==> src/rtl/core/tcp_client_connection_fsm_unit_macros.svh <==
// assertion macros for the tcp client connection block
// used by the top level only; needs nothing else
`ifndef TCP_CLIENT_CONNECTION_FSM_UNIT_MACROS_SVH
`define TCP_CLIENT_CONNECTION_FSM_UNIT_MACROS_SVH

// same-cycle implication, disabled during reset
`define TCF_ASSERT_NOW(label, clk, rst_n, ante, cons, msg) \
  label: assert property (@(posedge clk) disable iff (!rst_n) (ante) |-> (cons)) \
    else $error(msg);

// next-cycle implication, disabled during reset
`define TCF_ASSERT_NEXT(label, clk, rst_n, ante, cons, msg) \
  label: assert property (@(posedge clk) disable iff (!rst_n) (ante) |=> (cons)) \
    else $error(msg);

`endif

==> src/rtl/core/tcf_pkg.sv <==
// types, codes and constants of the tcp client connection block
// no dependencies; used by tcf_front, tcf_queue, tcf_back and the top level
package tcf_pkg;

  // event codes of an input item
  typedef enum logic [2:0] {
    OP_SEGMENT   = 3'd0,
    OP_ARP_REPLY = 3'd1,
    OP_REQ_ARP   = 3'd2,
    OP_REQ_ACK   = 3'd3,
    OP_REQ_FIN   = 3'd4,
    OP_SERVICE   = 3'd5,
    OP_TICK      = 3'd6,
    OP_RESTART   = 3'd7
  } tcf_op_t;

  // connection states
  typedef enum logic [3:0] {
    ST_CLOSED      = 4'd0,
    ST_SYN_SENT    = 4'd1,
    ST_ESTABLISHED = 4'd2,
    ST_CLOSE_WAIT  = 4'd3,
    ST_FIN_WAIT1   = 4'd4,
    ST_FIN_WAIT2   = 4'd5,
    ST_CLOSING     = 4'd6,
    ST_TIME_WAIT   = 4'd7,
    ST_LAST_ACK    = 4'd8
  } tcf_conn_t;

  // result kinds
  typedef enum logic [1:0] {
    KIND_STATUS = 2'd0,
    KIND_ARP    = 2'd1,
    KIND_SEG    = 2'd2
  } tcf_kind_t;

  // configuration register indexes
  localparam int CFG_IDX_W  = 2;
  localparam int CFG_DATA_W = 16;
  localparam logic [CFG_IDX_W-1:0] CFG_INIT_PORT   = 2'd0;
  localparam logic [CFG_IDX_W-1:0] CFG_REMOTE_PORT = 2'd1;
  localparam logic [CFG_IDX_W-1:0] CFG_TIMEOUT     = 2'd2;

  // configuration reset values
  localparam logic [15:0] INIT_PORT_RST   = 16'd49152;
  localparam logic [15:0] REMOTE_PORT_RST = 16'd80;
  localparam logic [7:0]  TIMEOUT_RST     = 8'd5;

  // tcp flag bits
  localparam int FLAG_FIN_BIT = 0;
  localparam int FLAG_SYN_BIT = 1;
  localparam int FLAG_RST_BIT = 2;
  localparam int FLAG_ACK_BIT = 4;
  localparam logic [5:0] FLAGS_NONE    = 6'h00;
  localparam logic [5:0] FLAGS_SYN     = 6'h02;
  localparam logic [5:0] FLAGS_ACK     = 6'h10;
  localparam logic [5:0] FLAGS_FIN_ACK = 6'h11;

  // pending-send mark bits, in service order
  localparam int MARK_ARP = 0;
  localparam int MARK_SYN = 1;
  localparam int MARK_ACK = 2;
  localparam int MARK_FIN = 3;

  // default job queue depth
  localparam int QUEUE_DEPTH_DEFAULT = 2;

  // input item
  typedef struct packed {
    tcf_op_t     opcode;
    logic [5:0]  in_flags;
    logic [31:0] in_seq;
    logic [31:0] in_ack;
    logic [47:0] sender_mac;
  } tcf_in_t;

  // result item
  typedef struct packed {
    tcf_kind_t   kind;
    logic [5:0]  out_flags;
    logic [31:0] out_seq;
    logic [31:0] out_ack;
    logic [15:0] source_port;
    logic [15:0] dest_port;
    logic [47:0] dest_mac;
    tcf_conn_t   conn_state;
    logic        link_led;
    logic        last;
  } tcf_out_t;

  // job handed from the front to the back: a snapshot after the event
  typedef struct packed {
    logic [3:0]  marks;       // messages to send, zero for a status result
    tcf_conn_t   state_pre;   // state reported with an arp request
    tcf_conn_t   state;       // state after the event
    logic [31:0] seq;
    logic [31:0] ack;
    logic [15:0] port;
    logic [47:0] mac;
    logic        led;
  } tcf_job_t;

  // configuration write
  typedef struct packed {
    logic                  we;
    logic [CFG_IDX_W-1:0]  idx;
    logic [CFG_DATA_W-1:0] data;
  } tcf_cfg_wr_t;

  // queue status seen by front and back
  typedef struct packed {
    logic full;
    logic not_empty;
  } tcf_q_stat_t;

endpackage

==> src/rtl/core/tcf_stream_if.sv <==
// valid/ready stream channel with a typed payload
// payload types come from tcf_pkg
interface tcf_stream_if #(
  parameter type payload_t = logic
);
  logic     valid;
  logic     ready;
  payload_t payload;

  modport source (output valid, output payload, input ready);
  modport sink (input valid, input payload, output ready);
endinterface

==> src/rtl/core/tcf_front.sv <==
// front part: accepts events, keeps the connection state and config registers
// depends on tcf_pkg and tcf_stream_if; pushes jobs into tcf_queue
module tcf_front (
  input  logic                  clk,
  input  logic                  rst_n,
  tcf_stream_if.sink            in_ch,
  input  tcf_pkg::tcf_cfg_wr_t  cfg_wr,
  input  tcf_pkg::tcf_q_stat_t  q_stat,
  output logic                  q_push,
  output tcf_pkg::tcf_job_t     q_job,
  output logic [15:0]           remote_port
);

  // configuration registers
  logic [15:0] remote_port_r;
  logic [7:0]  timeout_r;

  // connection state
  tcf_pkg::tcf_conn_t state_r, state_nxt;
  logic [31:0] seq_r, seq_nxt;
  logic [31:0] ack_r, ack_nxt;
  logic [15:0] port_r, port_nxt;
  logic [47:0] mac_r, mac_nxt;
  logic [3:0]  marks_r, marks_nxt;
  logic        armed_r, armed_nxt;
  logic [7:0]  count_r, count_nxt;
  logic        led_r, led_nxt;

  tcf_pkg::tcf_in_t ev;
  logic fl_fin, fl_syn, fl_rst, fl_ack;

  assign ev      = in_ch.payload;
  assign fl_fin  = ev.in_flags[tcf_pkg::FLAG_FIN_BIT];
  assign fl_syn  = ev.in_flags[tcf_pkg::FLAG_SYN_BIT];
  assign fl_rst  = ev.in_flags[tcf_pkg::FLAG_RST_BIT];
  assign fl_ack  = ev.in_flags[tcf_pkg::FLAG_ACK_BIT];

  // accept whenever the queue has room
  assign in_ch.ready = !q_stat.full;
  assign q_push      = in_ch.valid && in_ch.ready;
  assign remote_port = remote_port_r;

  // configuration registers; the initial port goes straight into the local port
  always_ff @(posedge clk) begin
    if (!rst_n) begin
      remote_port_r <= tcf_pkg::REMOTE_PORT_RST;
      timeout_r     <= tcf_pkg::TIMEOUT_RST;
    end else if (cfg_wr.we) begin
      case (cfg_wr.idx)
        tcf_pkg::CFG_REMOTE_PORT: remote_port_r <= cfg_wr.data;
        tcf_pkg::CFG_TIMEOUT:     timeout_r     <= cfg_wr.data[7:0];
        default: ;
      endcase
    end
  end

  // next state of the connection for an accepted event
  always_comb begin
    state_nxt = state_r;
    seq_nxt   = seq_r;
    ack_nxt   = ack_r;
    port_nxt  = port_r;
    mac_nxt   = mac_r;
    marks_nxt = marks_r;
    armed_nxt = armed_r;
    count_nxt = count_r;
    led_nxt   = led_r;
    if (q_push) begin
      case (ev.opcode)
        tcf_pkg::OP_SEGMENT: begin
          if (fl_rst) begin
            state_nxt = tcf_pkg::ST_CLOSED;
            port_nxt  = port_r + 16'd1;
          end else begin
            case (state_r)
              tcf_pkg::ST_SYN_SENT: begin
                if (fl_ack && fl_syn) begin
                  ack_nxt   = ev.in_seq + 32'd1;
                  seq_nxt   = ev.in_ack;
                  armed_nxt = 1'b0;
                  state_nxt = tcf_pkg::ST_ESTABLISHED;
                  led_nxt   = 1'b1;
                  marks_nxt[tcf_pkg::MARK_ACK] = 1'b1;
                end
              end
              tcf_pkg::ST_ESTABLISHED: begin
                // peer close passes through close wait in the same event
                if (fl_fin) begin
                  ack_nxt   = ev.in_seq + 32'd1;
                  seq_nxt   = ev.in_ack;
                  marks_nxt[tcf_pkg::MARK_ACK] = 1'b1;
                  marks_nxt[tcf_pkg::MARK_FIN] = 1'b1;
                  state_nxt = tcf_pkg::ST_LAST_ACK;
                end
              end
              tcf_pkg::ST_CLOSE_WAIT: begin
                ack_nxt   = ev.in_seq + 32'd1;
                seq_nxt   = ev.in_ack;
                marks_nxt[tcf_pkg::MARK_FIN] = 1'b1;
                state_nxt = tcf_pkg::ST_LAST_ACK;
              end
              tcf_pkg::ST_FIN_WAIT1: begin
                if (fl_fin) begin
                  marks_nxt[tcf_pkg::MARK_ACK] = 1'b1;
                  state_nxt = tcf_pkg::ST_CLOSING;
                end else if (fl_ack) begin
                  state_nxt = tcf_pkg::ST_FIN_WAIT2;
                end
              end
              tcf_pkg::ST_FIN_WAIT2: begin
                if (fl_fin) begin
                  marks_nxt[tcf_pkg::MARK_ACK] = 1'b1;
                  state_nxt = tcf_pkg::ST_TIME_WAIT;
                end
              end
              tcf_pkg::ST_CLOSING: begin
                if (fl_ack) begin
                  state_nxt = tcf_pkg::ST_TIME_WAIT;
                end
              end
              tcf_pkg::ST_LAST_ACK: begin
                if (fl_ack) begin
                  led_nxt   = 1'b0;
                  state_nxt = tcf_pkg::ST_CLOSED;
                  port_nxt  = port_r + 16'd1;
                end
              end
              default: ;
            endcase
          end
        end
        tcf_pkg::OP_ARP_REPLY: begin
          if (state_r == tcf_pkg::ST_CLOSED) begin
            mac_nxt = ev.sender_mac;
            marks_nxt[tcf_pkg::MARK_SYN] = 1'b1;
          end
        end
        tcf_pkg::OP_REQ_ARP: marks_nxt[tcf_pkg::MARK_ARP] = 1'b1;
        tcf_pkg::OP_REQ_ACK: marks_nxt[tcf_pkg::MARK_ACK] = 1'b1;
        tcf_pkg::OP_REQ_FIN: marks_nxt[tcf_pkg::MARK_FIN] = 1'b1;
        tcf_pkg::OP_SERVICE: begin
          // every pending message goes out, the back expands them
          if (marks_r[tcf_pkg::MARK_ARP]) begin
            armed_nxt = 1'b1;
            count_nxt = timeout_r;
          end
          if (marks_r[tcf_pkg::MARK_SYN]) begin
            state_nxt = tcf_pkg::ST_SYN_SENT;
          end
          marks_nxt = 4'd0;
        end
        tcf_pkg::OP_TICK: begin
          if (armed_r) begin
            if (count_r <= 8'd1) begin
              armed_nxt = 1'b0;
              count_nxt = 8'd0;
              marks_nxt = 4'd0;
              state_nxt = tcf_pkg::ST_CLOSED;
            end else begin
              count_nxt = count_r - 8'd1;
            end
          end
        end
        tcf_pkg::OP_RESTART: begin
          marks_nxt = 4'd0;
          state_nxt = tcf_pkg::ST_CLOSED;
        end
        default: ;
      endcase
    end
    // a write of the initial port loads the local port at once
    if (cfg_wr.we && cfg_wr.idx == tcf_pkg::CFG_INIT_PORT) begin
      port_nxt = cfg_wr.data;
    end
  end

  // job snapshot for the back
  always_comb begin
    q_job.marks     = (ev.opcode == tcf_pkg::OP_SERVICE) ? marks_r : 4'd0;
    q_job.state_pre = state_r;
    q_job.state     = state_nxt;
    q_job.seq       = seq_nxt;
    q_job.ack       = ack_nxt;
    q_job.port      = port_nxt;
    q_job.mac       = mac_nxt;
    q_job.led       = led_nxt;
  end

  // state registers
  always_ff @(posedge clk) begin
    if (!rst_n) begin
      state_r <= tcf_pkg::ST_CLOSED;
      seq_r   <= 32'd0;
      ack_r   <= 32'd0;
      port_r  <= tcf_pkg::INIT_PORT_RST;
      mac_r   <= 48'd0;
      marks_r <= 4'd0;
      armed_r <= 1'b0;
      count_r <= 8'd0;
      led_r   <= 1'b0;
    end else begin
      state_r <= state_nxt;
      seq_r   <= seq_nxt;
      ack_r   <= ack_nxt;
      port_r  <= port_nxt;
      mac_r   <= mac_nxt;
      marks_r <= marks_nxt;
      armed_r <= armed_nxt;
      count_r <= count_nxt;
      led_r   <= led_nxt;
    end
  end

endmodule

==> src/rtl/core/tcf_queue.sv <==
// short job queue between the front and the back
// depends on tcf_pkg for the job and status types
module tcf_queue #(
  parameter int DEPTH = tcf_pkg::QUEUE_DEPTH_DEFAULT
) (
  input  logic                 clk,
  input  logic                 rst_n,
  input  logic                 push,
  input  tcf_pkg::tcf_job_t    push_job,
  input  logic                 pop,
  output tcf_pkg::tcf_job_t    head,
  output tcf_pkg::tcf_q_stat_t stat
);

  localparam int PTR_W = (DEPTH > 1) ? $clog2(DEPTH) : 1;
  localparam int CNT_W = $clog2(DEPTH + 1);

  tcf_pkg::tcf_job_t mem_r [DEPTH];
  logic [PTR_W-1:0] wr_ptr_r, wr_ptr_nxt;
  logic [PTR_W-1:0] rd_ptr_r, rd_ptr_nxt;
  logic [CNT_W-1:0] count_r, count_nxt;

  assign stat.full      = (count_r == CNT_W'(DEPTH));
  assign stat.not_empty = (count_r != '0);
  assign head           = mem_r[rd_ptr_r];

  // pointer and fill count update
  always_comb begin
    wr_ptr_nxt = wr_ptr_r;
    rd_ptr_nxt = rd_ptr_r;
    count_nxt  = count_r;
    if (push) begin
      wr_ptr_nxt = (wr_ptr_r == PTR_W'(DEPTH - 1)) ? '0 : wr_ptr_r + PTR_W'(1);
    end
    if (pop) begin
      rd_ptr_nxt = (rd_ptr_r == PTR_W'(DEPTH - 1)) ? '0 : rd_ptr_r + PTR_W'(1);
    end
    if (push && !pop) begin
      count_nxt = count_r + CNT_W'(1);
    end else if (pop && !push) begin
      count_nxt = count_r - CNT_W'(1);
    end
  end

  always_ff @(posedge clk) begin
    if (!rst_n) begin
      wr_ptr_r <= '0;
      rd_ptr_r <= '0;
      count_r  <= '0;
    end else begin
      wr_ptr_r <= wr_ptr_nxt;
      rd_ptr_r <= rd_ptr_nxt;
      count_r  <= count_nxt;
    end
  end

  // job storage
  always_ff @(posedge clk) begin
    if (push) begin
      mem_r[wr_ptr_r] <= push_job;
    end
  end

endmodule

==> src/rtl/core/tcf_back.sv <==
// back part: expands a job into its result items, one per cycle while the receiver takes them
// depends on tcf_pkg and tcf_stream_if; pops jobs from tcf_queue
module tcf_back (
  input  logic                 clk,
  input  logic                 rst_n,
  input  tcf_pkg::tcf_job_t    head,
  input  tcf_pkg::tcf_q_stat_t q_stat,
  input  logic [15:0]          remote_port,
  output logic                 q_pop,
  tcf_stream_if.source         out_ch
);

  logic [3:0] done_r, done_nxt;
  logic [3:0] rem;
  logic [3:0] sel;
  logic       is_last;
  logic       load;
  tcf_pkg::tcf_out_t res;
  tcf_pkg::tcf_out_t out_r;
  logic       out_valid_r;

  assign out_ch.valid   = out_valid_r;
  assign out_ch.payload = out_r;

  // output register loads when a job waits and it is empty or being taken
  assign load    = q_stat.not_empty && (!out_valid_r || out_ch.ready);
  assign rem     = head.marks & ~done_r;
  assign sel     = rem & (~rem + 4'd1);
  assign is_last = ((rem & ~sel) == 4'd0);
  assign q_pop   = load && is_last;

  // build the next result from the lowest pending message
  always_comb begin
    res.out_seq     = head.seq;
    res.out_ack     = head.ack;
    res.source_port = head.port;
    res.dest_port   = remote_port;
    res.dest_mac    = head.mac;
    res.link_led    = head.led;
    res.last        = is_last;
    res.conn_state  = head.state;
    res.kind        = tcf_pkg::KIND_SEG;
    res.out_flags   = tcf_pkg::FLAGS_NONE;
    if (sel[tcf_pkg::MARK_ARP]) begin
      res.kind       = tcf_pkg::KIND_ARP;
      res.conn_state = head.state_pre;
    end else if (sel[tcf_pkg::MARK_SYN]) begin
      res.out_flags = tcf_pkg::FLAGS_SYN;
    end else if (sel[tcf_pkg::MARK_ACK]) begin
      res.out_flags = tcf_pkg::FLAGS_ACK;
    end else if (sel[tcf_pkg::MARK_FIN]) begin
      res.out_flags = tcf_pkg::FLAGS_FIN_ACK;
    end else begin
      res.kind = tcf_pkg::KIND_STATUS;
    end
  end

  // messages already sent for the head job
  always_comb begin
    done_nxt = done_r;
    if (load) begin
      done_nxt = is_last ? 4'd0 : (done_r | sel);
    end
  end

  always_ff @(posedge clk) begin
    if (!rst_n) begin
      done_r      <= 4'd0;
      out_valid_r <= 1'b0;
    end else begin
      done_r <= done_nxt;
      if (load) begin
        out_valid_r <= 1'b1;
      end else if (out_ch.ready) begin
        out_valid_r <= 1'b0;
      end
    end
  end

  // result payload
  always_ff @(posedge clk) begin
    if (load) begin
      out_r <= res;
    end
  end

endmodule

==> src/rtl/core/tcp_client_connection_fsm_unit.sv <==
// top level of the tcp client connection block
// depends on tcf_pkg, tcf_stream_if, tcf_front, tcf_queue, tcf_back and the macros header
//
// Each event is taken by the front, which updates the connection state at
// once and queues a job; the back turns a job into its results at one transfer
// per cycle while the receiver takes them, so a service call yields one to four
// results and any other event one. Input is taken whenever the job queue
// (QUEUE_DEPTH entries) has room, so events keep flowing while results wait at
// the output register; sustained throughput is set by the output side at one
// result per cycle. Configuration writes take effect at the next clock edge and
// must be made while no results are outstanding.
`include "tcp_client_connection_fsm_unit_macros.svh"

module tcp_client_connection_fsm_unit #(
  parameter int QUEUE_DEPTH = tcf_pkg::QUEUE_DEPTH_DEFAULT
) (
  input  logic                             clk,
  input  logic                             rst_n,
  tcf_stream_if.sink                       in_ch,
  tcf_stream_if.source                     out_ch,
  input  logic                             cfg_we,
  input  logic [tcf_pkg::CFG_IDX_W-1:0]    cfg_idx,
  input  logic [tcf_pkg::CFG_DATA_W-1:0]   cfg_wdata
);

  tcf_pkg::tcf_cfg_wr_t cfg_wr;
  tcf_pkg::tcf_q_stat_t q_stat;
  tcf_pkg::tcf_job_t    q_job;
  tcf_pkg::tcf_job_t    q_head;
  logic                 q_push;
  logic                 q_pop;
  logic [15:0]          remote_port;

  // handshake and payload views for the checks
  logic                 job_held;
  logic                 out_fire;
  logic                 out_last;
  logic                 out_is_status;
  logic                 out_is_arp;
  logic                 arp_flags_ok;

  assign cfg_wr.we   = cfg_we;
  assign cfg_wr.idx  = cfg_idx;
  assign cfg_wr.data = cfg_wdata;

  // event intake and connection state
  tcf_front u_front (
    .clk         (clk),
    .rst_n       (rst_n),
    .in_ch       (in_ch),
    .cfg_wr      (cfg_wr),
    .q_stat      (q_stat),
    .q_push      (q_push),
    .q_job       (q_job),
    .remote_port (remote_port)
  );

  // job queue
  tcf_queue #(
    .DEPTH (QUEUE_DEPTH)
  ) u_queue (
    .clk      (clk),
    .rst_n    (rst_n),
    .push     (q_push),
    .push_job (q_job),
    .pop      (q_pop),
    .head     (q_head),
    .stat     (q_stat)
  );

  // result generation
  tcf_back u_back (
    .clk         (clk),
    .rst_n       (rst_n),
    .head        (q_head),
    .q_stat      (q_stat),
    .remote_port (remote_port),
    .q_pop       (q_pop),
    .out_ch      (out_ch)
  );

  assign job_held      = q_stat.not_empty || out_ch.valid;
  assign out_fire      = out_ch.valid && out_ch.ready;
  assign out_last      = out_ch.payload.last;
  assign out_is_status = out_ch.valid && (out_ch.payload.kind == tcf_pkg::KIND_STATUS);
  assign out_is_arp    = out_ch.valid && (out_ch.payload.kind == tcf_pkg::KIND_ARP);
  assign arp_flags_ok  = (out_ch.payload.out_flags == tcf_pkg::FLAGS_NONE);

  // a transferred event leaves a job or its results behind
  `TCF_ASSERT_NEXT(a_push_lands, clk, rst_n, q_push, job_held, "job lost after transfer")

  // results of one job follow without a gap
  `TCF_ASSERT_NEXT(a_no_gap, clk, rst_n, out_fire && !out_last, out_ch.valid, "gap inside a job")

  // a status result stands alone
  `TCF_ASSERT_NOW(a_status_last, clk, rst_n, out_is_status, out_last, "status result not last")

  // arp requests carry no tcp flags
  `TCF_ASSERT_NOW(a_arp_flags, clk, rst_n, out_is_arp, arp_flags_ok, "flags on arp request")

endmodule

==> src/flat_wrapper.sv <==
// flat-port wrapper written by rule: the top's interface ports become plain ports
module tcp_client_connection_fsm_unit_flat import tcf_pkg::*;
#(
  parameter int QUEUE_DEPTH = tcf_pkg::QUEUE_DEPTH_DEFAULT
)
  (clk, rst_n, cfg_we, cfg_idx, cfg_wdata, in_ch_valid, in_ch_payload, in_ch_ready, out_ch_valid, out_ch_payload, out_ch_ready);
  tcf_stream_if #(.payload_t(tcf_in_t)) in_ch_i ();
  tcf_stream_if #(.payload_t(tcf_out_t)) out_ch_i ();
  input  logic clk;
  input  logic rst_n;
  input  logic cfg_we;
  input  logic [tcf_pkg::CFG_IDX_W-1:0] cfg_idx;
  input  logic [tcf_pkg::CFG_DATA_W-1:0] cfg_wdata;
  input wire logic [$bits(in_ch_i.valid)-1:0] in_ch_valid;
  input wire logic [$bits(in_ch_i.payload)-1:0] in_ch_payload;
  output wire logic [$bits(in_ch_i.ready)-1:0] in_ch_ready;
  output wire logic [$bits(out_ch_i.valid)-1:0] out_ch_valid;
  output wire logic [$bits(out_ch_i.payload)-1:0] out_ch_payload;
  input wire logic [$bits(out_ch_i.ready)-1:0] out_ch_ready;
  assign in_ch_i.valid = in_ch_valid;
  assign in_ch_i.payload = in_ch_payload;
  assign in_ch_ready = in_ch_i.ready;
  assign out_ch_valid = out_ch_i.valid;
  assign out_ch_payload = out_ch_i.payload;
  assign out_ch_i.ready = out_ch_ready;
  tcp_client_connection_fsm_unit #(.QUEUE_DEPTH(QUEUE_DEPTH)) u_core (.clk(clk), .rst_n(rst_n), .in_ch(in_ch_i), .out_ch(out_ch_i), .cfg_we(cfg_we), .cfg_idx(cfg_idx), .cfg_wdata(cfg_wdata));
endmodule
==> config.mk <==
export PLATFORM = sky130hd
export DESIGN_NAME = tcp_client_connection_fsm_unit_flat
export DESIGN_NICKNAME = d
export VERILOG_FILES = /design/src/rtl/core/tcf_pkg.sv /design/src/rtl/core/tcf_stream_if.sv /design/src/rtl/core/tcf_front.sv /design/src/rtl/core/tcf_queue.sv /design/src/rtl/core/tcf_back.sv /design/src/rtl/core/tcp_client_connection_fsm_unit.sv /design/src/flat_wrapper.sv
export VERILOG_INCLUDE_DIRS = /design/src /design/src/rtl/core
export SDC_FILE = /design/constraint.sdc
export NUM_CORES = 1
export LEC_CHECK = 0
export ABC_CLOCK_PERIOD_IN_PS = 8300
export BUFFER_PORTS_ARGS = -buffer_cell sky130_fd_sc_hd__buf_4
export CAP_MARGIN = 20
export CORE_MARGIN = 2
export CORE_UTILIZATION = 45
export CTS_BUF_LIST = sky130_fd_sc_hd__clkbuf_8
export CTS_CLUSTER_DIAMETER = 100
export DETAILED_ROUTE_END_ITERATION = 12
export HOLD_SLACK_MARGIN = 0.08
export PLACE_DENSITY = 0.69
export SLEW_MARGIN = 40
export SYNTH_ARGS = -nofsm -noshare
export SYNTH_HDL_FRONTEND = slang
export SYNTH_HIERARCHICAL = 1
export SYNTH_SLANG_ARGS = --single-unit
==> constraint.sdc <==
create_clock -name clk -period 8.3 [get_ports clk]
set_input_delay 1.245 -clock clk [delete_from_list [all_inputs] [get_ports clk]]
set_output_delay 1.245 -clock clk [all_outputs]
set_load 0.02 [all_outputs]
==> flow_metrics.tcl, run 1 <==
set metrics [dict create \
    ys_async_sr_fraction_pct 0 \
    nets 2082 \
    netlist.area_leader.share_pct 54.38 \
    path_max_fanout 66 \
    start_util_pct 45.74 \
    post-cts-setup-buffers 0 \
    max_stage_delay_ns 0.42 \
    antenna_left 0 \
    fin_crit_ns 3.060 \
    place_hpwl_mm 31.35 \
    fmax_mhz 326.8 \
    grt_pass1_wl_mm 79.14 \
    firstDrtPassIters 5 \
    worstSetupPathType "reg2reg" \
    rows 84 \
    r2r-end "u_core/u_queue/count_r[1]$_SDFFE_PN0P_" \
    hold_violations 0 \
    wl_met2_mm 24.65 \
    grt_max_degree 74 \
    grt_overflow 0 \
    routed_wl_mm 50.86 \
    min_to "u_core/u_back/out_ch.payload[66]$_DFFE_PP_" \
    netlist_area_mm2 0.02413 \
    place.port_buffers 298 \
    first_iter_violations 826 \
    synth.distinct_cells 74 \
    startpoint_type "flip-flop" \
    diodes 0 \
    fp.dieW_um 235.6 \
    slowest_stage "buf_16" \
    path_cells "buf_12 > buf_16 > mux2_2 > and2b_1 > o2bb2ai_2 > and2_1 > inv_1 > ha_1 > or3_1 > a21boi_0" \
    ir_worst_vdd_mv 0.1811 \
    grt_use_total_pct 18.24 \
    syn2layout_area_growth_pct 21.03 \
    postLayoutCellArea_mm2 0.02921 \
    worstPathArrival_ns 3.64 \
    setup_violations 0 \
    htreeDepth 3 \
    ios 304 \
    cts_tree "yes" \
    worst_pin_slew_ns 0.8321 \
    hp-start "u_core/u_front/remote_port[12]$_SDFFE_PN0P_" \
    status "finished, final reports clean" \
    place_area_mm2 0.02702 \
    die_area_mm2 0.05550 \
    synth-seq-cells 617 \
    p_leak_nw 11.34 \
    setup_tns_ns 0 \
    numCtsBuffers 99 \
    drc 0 \
    clkTransAtPathRegs_ns 0.06 \
    synth.area.top_cells "edfxtp_1, dfxtp_1, mux2_4" \
    relSlewSlack_pct 44.53 \
    clk_path_buf_depth 3 \
    grt_pass1_vias 14610 \
    cts.sinks 617 \
    holdPathStages 0 \
    end_kind "flip-flop" \
    skew_ns 0.04201 \
    cts_root_buf "clkbuf_8" \
    gp_congestion 0.8087 \
    ys.flop_type "edfxtp_1" \
    fp.dieH_um 235.6 \
    critPathBufInv 3 \
    top_layer_used "met5" \
    wl_per_cell_um 18.79 \
    yosysSeqAreaShare_pct 69.31 \
    fillers 4314 \
    cp_data_required_time_ns 8.88 \
    syn_avg_cell_area_um2 15.14 \
    antenna_found_initial 5 \
    regToRegSetupSlack_ns 5.24 \
    rsz0062_at_grt "no" \
    avgViaCountPerCell 5.220 \
    fin_crit_sh_pct 36.87 \
    cts_hold_buf 0 \
    cts_resized 0 \
    ys_warn_count 6 \
    wl_met1_mm 21.64 \
    synth_most_common_cell "edfxtp_1" \
    drv_slew 0 \
    core_mm2 0.05276 \
    met3WireLength_mm 3.308 \
    power_per_cell_area_mw_per_mm2 304.6 \
    cap_violations 0 \
    clkLatencyLatePin_ns 0.68 \
    synth_edf_count 437 \
    path_delay_family "buffers and inverters" \
    vias 14120 \
    drive_above_1_share_pct 34.24 \
    synth_commonest_cells "edfxtp_1, dfxtp_1, and2_1, mux2_2, mux2_4" \
    r2r_cells 10 \
    hold_path_class "reg2reg" \
    yosysTopAreaCell "edfxtp_1" \
    syn-instance-count 1594 \
]
power breakdown:
group | internal, W | switching (W) | total (W)
sequential | 0.00402 | 0.000160 | 0.00418
clock | 0.00151 | 0.00118 | 0.00270
combinational | 0.000802 | 0.00122 | 0.00202
total | 0.00633 | 0.00256 | 0.00890
metal layers:
metal  track usage, %  up-vias
li1                 -     6632
met1            22.59     6969
met2            30.62      415
met3            4.984       98
met4            6.717       10
met5                0        -
registers in the layout, summed over array words and instances, names as in the netlist, 2 cells and up, named ones only:
name                          cells
u_core/u_front/timeout_r          8
u_core/u_front/marks_r            4
u_core/u_front/state_r            4
u_core/u_queue/count_r            2
u_core/u_front/count_r            8
u_core/u_front/remote_port       16
u_core/u_front/mac_r             48
u_core/u_front/port_r            16
u_core/u_queue/mem_r            282
u_core/u_front/ack_r             32
u_core/u_front/seq_r             32
u_core/u_back/out_ch.payload    155
u_core/u_back/done_r              4
worst reg2reg max path, cell delays in order (launching register included):
cell       delay (ns)
dfxtp_4          0.38
buf_12           0.28
buf_16           0.43
mux2_2           0.43
and2b_1          0.21
o2bb2ai_2        0.18
and2_1           0.19
inv_1            0.06
ha_1             0.31
or3_1            0.34
a21boi_0         0.17
cell families after synthesis:
| kind of cell | Yosys count | share of synthesized area, % |
|---|---|---|
| flip-flops | 617 | 69.31 |
| AND/OR/NAND/NOR | 413 | 9.426 |
| multiplexers | 237 | 12.40 |
| AO/OA/AOI/OAI | 180 | 4.905 |
| buffers and inverters | 99 | 2.141 |
| XOR/XNOR | 40 | 1.452 |
| adder cells (fa/ha/maj) | 7 | 0.3526 |
| other | 1 | 0.01554 |
placed cells by master, fill, tap and decap left out, types with 12 or more instances in the layout:
| cell | instances |
|---|---|
| a211oi_1 | 28 |
| a21oi_1 | 62 |
| a31oi_1 | 13 |
| and2_1 | 103 |
| and3_1 | 12 |
| buf_4 | 305 |
| clkbuf_8 | 121 |
| dfxtp_1 | 179 |
| edfxtp_1 | 437 |
| inv_1 | 54 |
| mux2_1 | 32 |
| mux2_2 | 103 |
| mux2_4 | 90 |
| mux2i_1 | 12 |
| nand2_1 | 81 |
| nand3_1 | 31 |
| nand4_1 | 21 |
| nor2_1 | 81 |
| nor3_1 | 18 |
| o21ai_0 | 22 |
| xnor2_1 | 12 |
| xor2_1 | 28 |
metrics by stage:
stage                     power, W  hold WS [ns]  worst slack, ns  cells  utilization, %
after floorplan           0.005486        0.4081            1.024   1596               -
after global placement    0.006246        0.4132            4.047   2514           51.02
after detailed placement  0.006288        0.4190            4.298   2518           51.22
after CTS                 0.009027        0.4116            5.045   2704           55.24
after global routing      0.009311        0.4340            5.017   2706           55.36
final                     0.008898        0.4112            5.240   2706           55.36
worst max-delay path by stage:
stage | slack, ns | endpoint | start | depth (start not counted)
after floorplan | 1.02 | u_core/u_queue/count_r[1]$_SDFFE_PN0P_ | out_ch_ready | 8
after global placement | 4.05 | u_core/u_back/out_ch.payload[106]$_DFFE_PP_ | out_ch_ready | 5
after detailed placement | 4.30 | u_core/u_back/out_ch.payload[111]$_DFFE_PP_ | out_ch_ready | 5
after CTS | 5.04 | u_core/u_back/out_ch.payload[107]$_DFFE_PP_ | out_ch_ready | 5
after global routing | 5.02 | u_core/u_queue/count_r[1]$_SDFFE_PN0P_ | flip-flop | 10
final | 5.24 | u_core/u_queue/count_r[1]$_SDFFE_PN0P_ | flip-flop | 10
final cells by class:
class / count / area (um^2) / share of cell area (%)
Sequential cell: 617 / 16730 / 57.28
Multi-Input combinational cell: 880 / 6928 / 23.72
Timing Repair Buffer: 316 / 2497 / 8.550
Clock buffer: 121 / 1665 / 5.702
Tap cell: 688 / 860.8 / 2.947
Clock inverter: 65 / 455.4 / 1.559
Inverter: 19 / 71.32 / 0.2442
Power figures use the tool's default switching activity.
==> inputs of run 2 (changes only) <==
ABC_CLOCK_PERIOD_IN_PS = 2850   (was 8300)
PLACE_DENSITY = 0.67   (was 0.69)
clock period = 2.85 ns   (was 8.3 ns; I/O delays follow)
==> flow_metrics.tcl, run 2 (same netlist as run 1, synthesis figures left out) <==
set metrics [dict create \
    grt_util_met2_pct 31.23 \
    p_leak_nw 11.76 \
    drive_above_1_share_pct 32.82 \
    stdcell_count 2816 \
    antenna_found_initial 4 \
    startpoint_type "flip-flop" \
    fp.dieH_um 235.6 \
    fp.dieW_um 235.6 \
    cp_data_required_time_ns 3.44 \
    syn2layout_area_growth_pct 25.51 \
    wl_per_cell_um 18.38 \
    hold_violations 0 \
    final_common_cell "edfxtp_1" \
    fin_crit_sh_pct 92.75 \
    numCtsBuffers 101 \
    ios 304 \
    routed_wl_mm 51.76 \
    clkLatencyLatePin_ns 0.67 \
    use_met1_pct 22.83 \
    worstSetupPathType "reg2reg" \
    status "finished, final reports clean" \
    whs_ns 0.1635 \
    post-route-util_pct 57.41 \
    setup_violations 0 \
    relSlewSlack_pct 48.99 \
    nets 2190 \
    dp.cells 2525 \
    end_kind "flip-flop" \
    place_hpwl_mm 31.61 \
    skew_ns 0.02482 \
    avgViaCountPerCell 5.145 \
    rows 84 \
    drc 0 \
    grt_pass1_vias 15000 \
    largest_reg_flops 282 \
    gp_congestion 0.7923 \
    cts_tree "yes" \
    firstDrtPassIters 5 \
    cap_violations 0 \
    worst_pin_slew_ns 0.7651 \
    grt_max_degree 112 \
    die_area_mm2 0.05550 \
    path_max_fanout 11 \
    top_register "u_core/u_queue/mem_r" \
    regToRegSetupSlack_ns 0.21 \
    cts.sinks 617 \
    fmax_mhz 378.3 \
    grtUsageMet3_pct 4.866 \
    rsz0062_at_grt "no" \
    power_per_cell_area_mw_per_mm2 860.9 \
    grt_use_total_pct 18.48 \
    ir_worst_vdd_mv 0.6616 \
    cts_root_buf "clkbuf_8" \
    core_mm2 0.05276 \
    grt_pass1_wl_mm 80.58 \
    htreeDepth 3 \
    grt_overflow 0 \
    first_iter_violations 765 \
    vias 14490 \
    clkTransAtPathRegs_ns 0.06 \
    hold_path_class "in2reg" \
    fin_crit_ns 2.643 \
    clk_path_buf_depth 3 \
    antenna_left 0 \
    busiest_layer "met2" \
    place.port_buffers 298 \
    post-cts-setup-buffers 0 \
    drv_slew 0 \
    final_cell_mix "edfxtp_1, buf_4, dfxtp_1" \
    start_util_pct 45.74 \
    worstPathArrival_ns 3.24 \
]
-- run 2: changes by cell type in the layout (fill, tap and decap cells not counted), sizes merged --
| cell | previous run | this run |
|---|---|---|
| buf | 316 | 321 |
| bufinv | 6 | 7 |
| clkbuf | 121 | 115 |
| clkinv | 16 | 22 |
| clkinvlp | 1 | 6 |
| diode | 0 | 1 |
| dlygate4sd3 | 0 | 101 |
| inv | 61 | 58 |
-- run 2: final timing paths --
kind / from / endpoint / depth (start not counted)
worst max register to register: flip-flop / u_core/u_queue/count_r[1]$_SDFFE_PN0P_ / 10
worst min-delay path: in_ch_payload[111] / u_core/u_front/ack_r[31]$_SDFF_PN0_ / 3
worst min register to register: u_core/u_front/remote_port[12]$_SDFFE_PN0P_ / u_core/u_back/out_ch.payload[66]$_DFFE_PP_ / 0
worst max-delay path: flip-flop / u_core/u_queue/count_r[1]$_SDFFE_PN0P_ / 10
-- run 2: per-stage QoR --
stage               cell area, um^2  setup slack (ns)  TNS [ns]  power, W
CTS                           30280            0.1198         0   0.02647
detailed placement            27160            0.1451         0   0.01843
floorplan                     24180           -0.3988    -59.22   0.01575
finish                        30290            0.2066         0   0.02607
global placement              27100            0.2330         0   0.01826
global route                  30290           0.02776         0   0.02728
-- run 2: layout make-up --
cell class	instances	area, um^2
antenna	1	2.502
clock inverter	74	523.0
tap	688	860.8
multi-input combinational	880	6937
timing repair buffer	422	3577
fill	4164	22470
inverter	19	73.82
sequential	617	16730
clock buffer	115	1583
-- run 2: power breakdown --
part | switching [W] | total [W] | internal, W | leakage [nW]
combinational | 0.00360 | 0.00609 | 0.00249 | 4.91
sequential | 0.000472 | 0.0122 | 0.0117 | 5.66
clock | 0.00346 | 0.00782 | 0.00435 | 1.19
total | 0.00754 | 0.0261 | 0.0185 | 11.8
-- run 2: critical path: stages, from the launching register on --
cell and delay [ns]:
dfxtp_4 0.39, mux2_2 0.38, nand2b_4 0.13, inv_2 0.11, maj3_2 0.33, o2bb2ai_2 0.13
and2_1 0.18, inv_1 0.05, ha_1 0.31, or3_1 0.37, a21boi_1 0.18
-- run 2: timing repair --
action,in CTS,in global routing
endpoints found under the hold margin,268,0
setup endpoints to repair,0,1
hold buffers,101,0
resized for setup,0,1
-- run 2: layer usage --
layer	part of all wire, %	wire (um)
met5	0.071	37
met3	6.5	3384
met1	42	21860
met2	49	25310
met4	2.2	1164
